File: config.mk
export PLATFORM = sky130hd
export DESIGN_NAME = brot_prep
export DESIGN_NICKNAME = d
export VERILOG_FILES = /design/src/hw/rtl/brot_pkg.sv /design/src/hw/rtl/brot_prep.sv
export SDC_FILE = /design/constraint.sdc
export NUM_CORES = 2
export LEC_CHECK = 0
export BUFFER_PORTS_ARGS = -buffer_cell sky130_fd_sc_hd__buf_2
export CORE_ASPECT_RATIO = 1.2
export CORE_MARGIN = 3
export CORE_UTILIZATION = 35
export DETAILED_ROUTE_END_ITERATION = 12
export GPL_TIMING_DRIVEN = 0
export PLACE_DENSITY = 0.61
export SYNTH_ARGS = -nofsm -noshare
export SYNTH_HDL_FRONTEND = slang
export SYNTH_SLANG_ARGS = --single-unit
export TNS_END_PERCENT = 30
File: constraint.sdc
create_clock -name vclk -period 24.7
set_input_delay 3.705 -clock vclk [all_inputs]
set_output_delay 3.705 -clock vclk [all_outputs]
set_load 0.005 [all_outputs]
File: src/hw/rtl/brot_pkg.sv
`default_nettype none

package brot_pkg;

	localparam int COORD_BITS    = 32;
	localparam int RAD_BITS      = COORD_BITS - 1;
	localparam int CFG_IDX_BITS  = 3;
	localparam int CFG_DATA_BITS = COORD_BITS;
	localparam int AXES          = 3;

	typedef logic signed [COORD_BITS-1:0] coord_t;
	typedef logic [RAD_BITS-1:0]          rad_t;
	typedef logic [COORD_BITS-1:0]        mag_t;
	typedef logic [2*COORD_BITS-1:0]      sq_t;
	// three squares summed need two more bits
	typedef logic [2*COORD_BITS+1:0]      sum_t;

	// query ops
	localparam logic [1:0] OP_HAS_POINT  = 2'd0;
	localparam logic [1:0] OP_HAS_REGION = 2'd1;
	localparam logic [1:0] OP_MEETS      = 2'd2;

	// region kinds
	localparam logic KIND_BOX    = 1'b0;
	localparam logic KIND_SPHERE = 1'b1;

	// register indexes
	localparam logic [CFG_IDX_BITS-1:0] REG_REGION_KIND = 3'd0;
	localparam logic [CFG_IDX_BITS-1:0] REG_LO_X        = 3'd1;
	localparam logic [CFG_IDX_BITS-1:0] REG_LO_Y        = 3'd2;
	localparam logic [CFG_IDX_BITS-1:0] REG_LO_Z        = 3'd3;
	localparam logic [CFG_IDX_BITS-1:0] REG_HI_X        = 3'd4;
	localparam logic [CFG_IDX_BITS-1:0] REG_HI_Y        = 3'd5;
	localparam logic [CFG_IDX_BITS-1:0] REG_HI_Z        = 3'd6;
	localparam logic [CFG_IDX_BITS-1:0] REG_RADIUS      = 3'd7;

	typedef struct {
		logic   kind;
		coord_t lo [AXES];
		coord_t hi [AXES];
		rad_t   radius;
	} region_t;

	typedef struct {
		logic [1:0] op;
		logic       other_kind;
		coord_t     lo [AXES];
		coord_t     hi [AXES];
		rad_t       radius;
	} query_t;

	// sq: answer comes from the squared compare; pre: direct answer or extra term
	typedef struct packed {
		logic sq;
		logic pre;
		logic strict;
		logic use_b;
	} flags_t;

	typedef struct {
		flags_t flags;
		mag_t   da [AXES];
		mag_t   db [AXES];
		mag_t   t;
	} prep_t;

	function automatic mag_t absdiff(coord_t a, coord_t b);
		// true difference fits the unsigned width, so wrapping is harmless
		absdiff = (a > b) ? mag_t'(a - b) : mag_t'(b - a);
	endfunction

	function automatic sq_t square(mag_t a);
		sq_t p;
		p = a * a;
		return p;
	endfunction

endpackage

`default_nettype wire

File: src/hw/rtl/brot_prep.sv
`default_nettype none

// Per-axis differences, clamps and box compares; picks the operands of the
// squared compare and the direct answer for the tests that need no squares.
module brot_prep import brot_pkg::*; (
	input  region_t rgn,
	input  query_t  qry,
	output prep_t   prep
);

	typedef logic signed [COORD_BITS+1:0] wcoord_t;

	logic [AXES-1:0] lo_in, hi_in, margin_ok, sep;
	mag_t            d_lo [AXES];
	mag_t            d_hi [AXES];
	mag_t            d_clamp [AXES];
	mag_t            d_gap [AXES];
	logic            pin_lo, pin_hi;
	mag_t            big_r, small_r;

	always_comb begin
		coord_t  near_hi, near;
		wcoord_t c2, o2, ext, dd;
		for (int i = 0; i < AXES; i++) begin
			lo_in[i] = (qry.lo[i] >= rgn.lo[i]) && (qry.lo[i] <= rgn.hi[i]);
			hi_in[i] = (qry.hi[i] >= rgn.lo[i]) && (qry.hi[i] <= rgn.hi[i]);
			d_lo[i]  = absdiff(rgn.lo[i], qry.lo[i]);
			d_hi[i]  = absdiff(rgn.lo[i], qry.hi[i]);
			margin_ok[i] = (absdiff(rgn.hi[i], qry.lo[i]) >= mag_t'(qry.radius)) &&
				(d_lo[i] >= mag_t'(qry.radius));
			// closest point of the other box to our center
			near_hi    = (rgn.lo[i] < qry.hi[i]) ? rgn.lo[i] : qry.hi[i];
			near       = (qry.lo[i] > near_hi) ? qry.lo[i] : near_hi;
			d_clamp[i] = absdiff(near, rgn.lo[i]);
			// gap from other center to our box, zero inside the slab
			if (qry.lo[i] < rgn.lo[i]) begin
				d_gap[i] = d_lo[i];
			end else if (qry.lo[i] > rgn.hi[i]) begin
				d_gap[i] = absdiff(qry.lo[i], rgn.hi[i]);
			end else begin
				d_gap[i] = '0;
			end
			// box overlap with doubled centers and half sizes
			c2  = wcoord_t'(rgn.lo[i]) + wcoord_t'(rgn.hi[i]);
			o2  = wcoord_t'(qry.lo[i]) + wcoord_t'(qry.hi[i]);
			ext = (wcoord_t'(rgn.hi[i]) - wcoord_t'(rgn.lo[i])) +
				(wcoord_t'(qry.hi[i]) - wcoord_t'(qry.lo[i]));
			dd  = (c2 > o2) ? (c2 - o2) : (o2 - c2);
			sep[i] = dd > ext;
		end
	end

	assign pin_lo  = &lo_in;
	assign pin_hi  = &hi_in;
	assign big_r   = mag_t'(rgn.radius);
	assign small_r = mag_t'(qry.radius);

	always_comb begin
		prep.flags = '0;
		prep.t     = big_r;
		for (int i = 0; i < AXES; i++) begin
			prep.da[i] = d_lo[i];
			prep.db[i] = d_hi[i];
		end
		unique case (qry.op)
			OP_HAS_POINT: begin
				if (rgn.kind == KIND_BOX) begin
					prep.flags.pre = pin_lo;
				end else begin
					prep.flags.sq  = 1'b1;
					prep.flags.pre = 1'b1;
				end
			end
			OP_HAS_REGION: begin
				if (qry.other_kind == KIND_BOX) begin
					if (rgn.kind == KIND_BOX) begin
						prep.flags.pre = pin_lo & pin_hi;
					end else begin
						// both corners inside the sphere
						prep.flags.sq    = 1'b1;
						prep.flags.pre   = 1'b1;
						prep.flags.use_b = 1'b1;
					end
				end else if (rgn.kind == KIND_SPHERE) begin
					prep.flags.sq     = 1'b1;
					prep.flags.strict = 1'b1;
					prep.flags.pre    = qry.radius < rgn.radius;
					prep.t            = big_r - small_r;
				end else begin
					prep.flags.pre = pin_lo & (&margin_ok);
				end
			end
			OP_MEETS: begin
				if (rgn.kind == KIND_BOX && qry.other_kind == KIND_BOX) begin
					prep.flags.pre = ~|sep;
				end else begin
					prep.flags.sq     = 1'b1;
					prep.flags.strict = 1'b1;
					prep.flags.pre    = 1'b1;
					if (rgn.kind == KIND_SPHERE && qry.other_kind == KIND_SPHERE) begin
						prep.t = big_r + small_r;
					end else if (rgn.kind == KIND_SPHERE) begin
						for (int i = 0; i < AXES; i++) prep.da[i] = d_clamp[i];
					end else begin
						for (int i = 0; i < AXES; i++) prep.da[i] = d_gap[i];
						prep.t = small_r;
					end
				end
			end
			default: begin
				prep.flags.pre = 1'b0;
			end
		endcase
	end

endmodule

`default_nettype wire

==> reports/metrics.cfg <==
[clock_tree]
cts_hold_buf = 0
post_cts_buffers = 0
cts_resized = 0

[layout]
clock_buffers = 0
nFillCells = 27900
regArea_um2 = 0
syn2layout_area_growth_pct = 8.94
multi_input_area_mm2 = 0.0836
fin_nets = 15800
drive_gt1_share_pct = 7.69
design.seq.count = 0
utilization_pct = 38.5

[die]
io_pins = 678
dieHeight_um = 560
initial_utilization_pct = 35.3
dieArea_mm2 = 0.262
num_rows = 202
core_mm2 = 0.254
die_w_um = 468

[routing]
via_per_inst = 6.08
post_drt_wl_per_cell_um = 30.2
drtIter0Drc = 9330
dr.pass1.iters = 8
finalWirelength_mm = 504
drcViolationCount = 0
vias = 101000
ant_nets = 0

[global_routing]
grt_max_degree = 12
antenna_found_initial = 72
gr-usage-all-layers_pct = 36.4
grt_pass1_vias = 98600
grt_pass1_wl_mm = 700
grt.overflow.total = 0

[setup_path]
startpoint_type = input pin
cp.arrival_ps = 18880
path_common_cell = nand2_1
critical-path-slowest-cell = o21ai_0
critical_path_peak_fanout = 10
cp.required_ps = 21000
startpoint = rgn[134]
slowest_delay_ps = 1120
worstSetupPathType = input pin to output port
critPathCaptureType = output port

[run]
drv_cap = 6

[logic_synthesis]
yosysUniqueCellTypes = 100
syn_nets = 15100
syn-cell-area_mm2 = 0.0895
synth_top_cells_by_area = ha_1 (26%), a21oi_1 (9.0%), xnor2_1 (5.4%), fa_1 (5.2%), a21o_1 (5.2%)
yosysTopAreaCell = ha_1
synth.top_cell.area_share_pct = 26.5
synth-seq-area-share_pct = 0
yosys-top-cells-count = ha_1 (1896), a21oi_1 (1617), inv_1 (1036), nor2_1 (882), o21ai_0 (860)
netlist_instances = 12600
synth_most_common_cell = ha_1
ys_warn_count = 0
syn-mean-instance-area_um2 = 7.13

[status]
violations = max-capacitance violations, max-slew violations
status = finished, violations left

[sta]
worst_slew_pin_slew_ps = 1570
fin_hold_ws_ps = 7840
fin_ws_ps = 2120
relSlewSlack_pct = -4.73
finalSetupViolCount = 0
finalMaxSlewViolations = 26
rsz0062_at_grt = false
finalSetupTns_ps = 0
fmax_mhz = 44.3
fin_crit_sh_pct = 91.4
hold_viol_final = 0
layout_min_cycle_time_ps = 22580

[placement]
place_ws_ps = 2630
gp_congestion = 1.07
hpwl_mm = 439
numPortBuffers = 676

[min_path]
hold_class = input pin to output port
whs_path_depth = 4
worstHoldStart = qry[31]

[metrics by stage]
step / cells / instance area, µm²
after detailed placement: 16600 / 97300
after floorplan: 12600 / 89500
final: 16700 / 97500
after CTS: 16600 / 97300
after global placement: 16600 / 97100
after global routing: 16600 / 97500
[critical path, delay by kind of cell]
family / cells / cell delay (ps)
compound gates: 14 / 5440
simple gates: 12 / 4100
buf+inv: 11 / 3760
fa+ha+maj: 3 / 1100
mux: 2 / 450
xor+xnor: 1 / 220
[logic make-up after synthesis]
logic type	after synthesis	synth area share, %
xor gates and xnor gates	870	8.51
and+or+nand+nor	3039	16.4
buffers and inverters	1567	6.72
adders and majority gates	2129	31.7
AOI/OAI and AO/OA	4554	32.0
muxes	397	4.60
[routing by layer]
| layer | wire (µm) | vias to the layer above | part of all wire (%) | GRT usage [%] |
|---|---|---|---|---|
| li1 | - | 46900 | - | - |
| met1 | 192000 | 48600 | 38 | 42.0 |
| met2 | 225000 | 4628 | 45 | 59.0 |
| met3 | 37100 | 1238 | 7.4 | 5.95 |
| met4 | 49400 | 34 | 9.8 | 29.8 |
| met5 | 231 | - | 0.046 | 0 |
[placed cells by master, fill, tap and decap left out, types with 216 or more instances in the layout]
master	n
ha_1	1896
mux2i_1	292
nand2_1	734
xnor2_1	555
xor2_1	315
fa_1	233
o21ai_0	858
nor2_1	880
buf_2	744
clkbuf_1	416
a21oi_1	1617
inv_1	1036
a21o_1	616
o21bai_1	256
nand4_1	220
nand3_1	216
[worst paths after layout]
path	end	slack [ps]
max	prep[135]	2120
min	prep[32]	7840
[area by class of cell]
class                           instances  share of cell area (%)
Timing Repair Buffer                  692                    3.64
Tap cell                             3366                    4.32
Multi-Input combinational cell      11000                    85.7
Antenna cell                           63                   0.162
Buffer                                528                    2.17
Inverter                             1039                    4.00
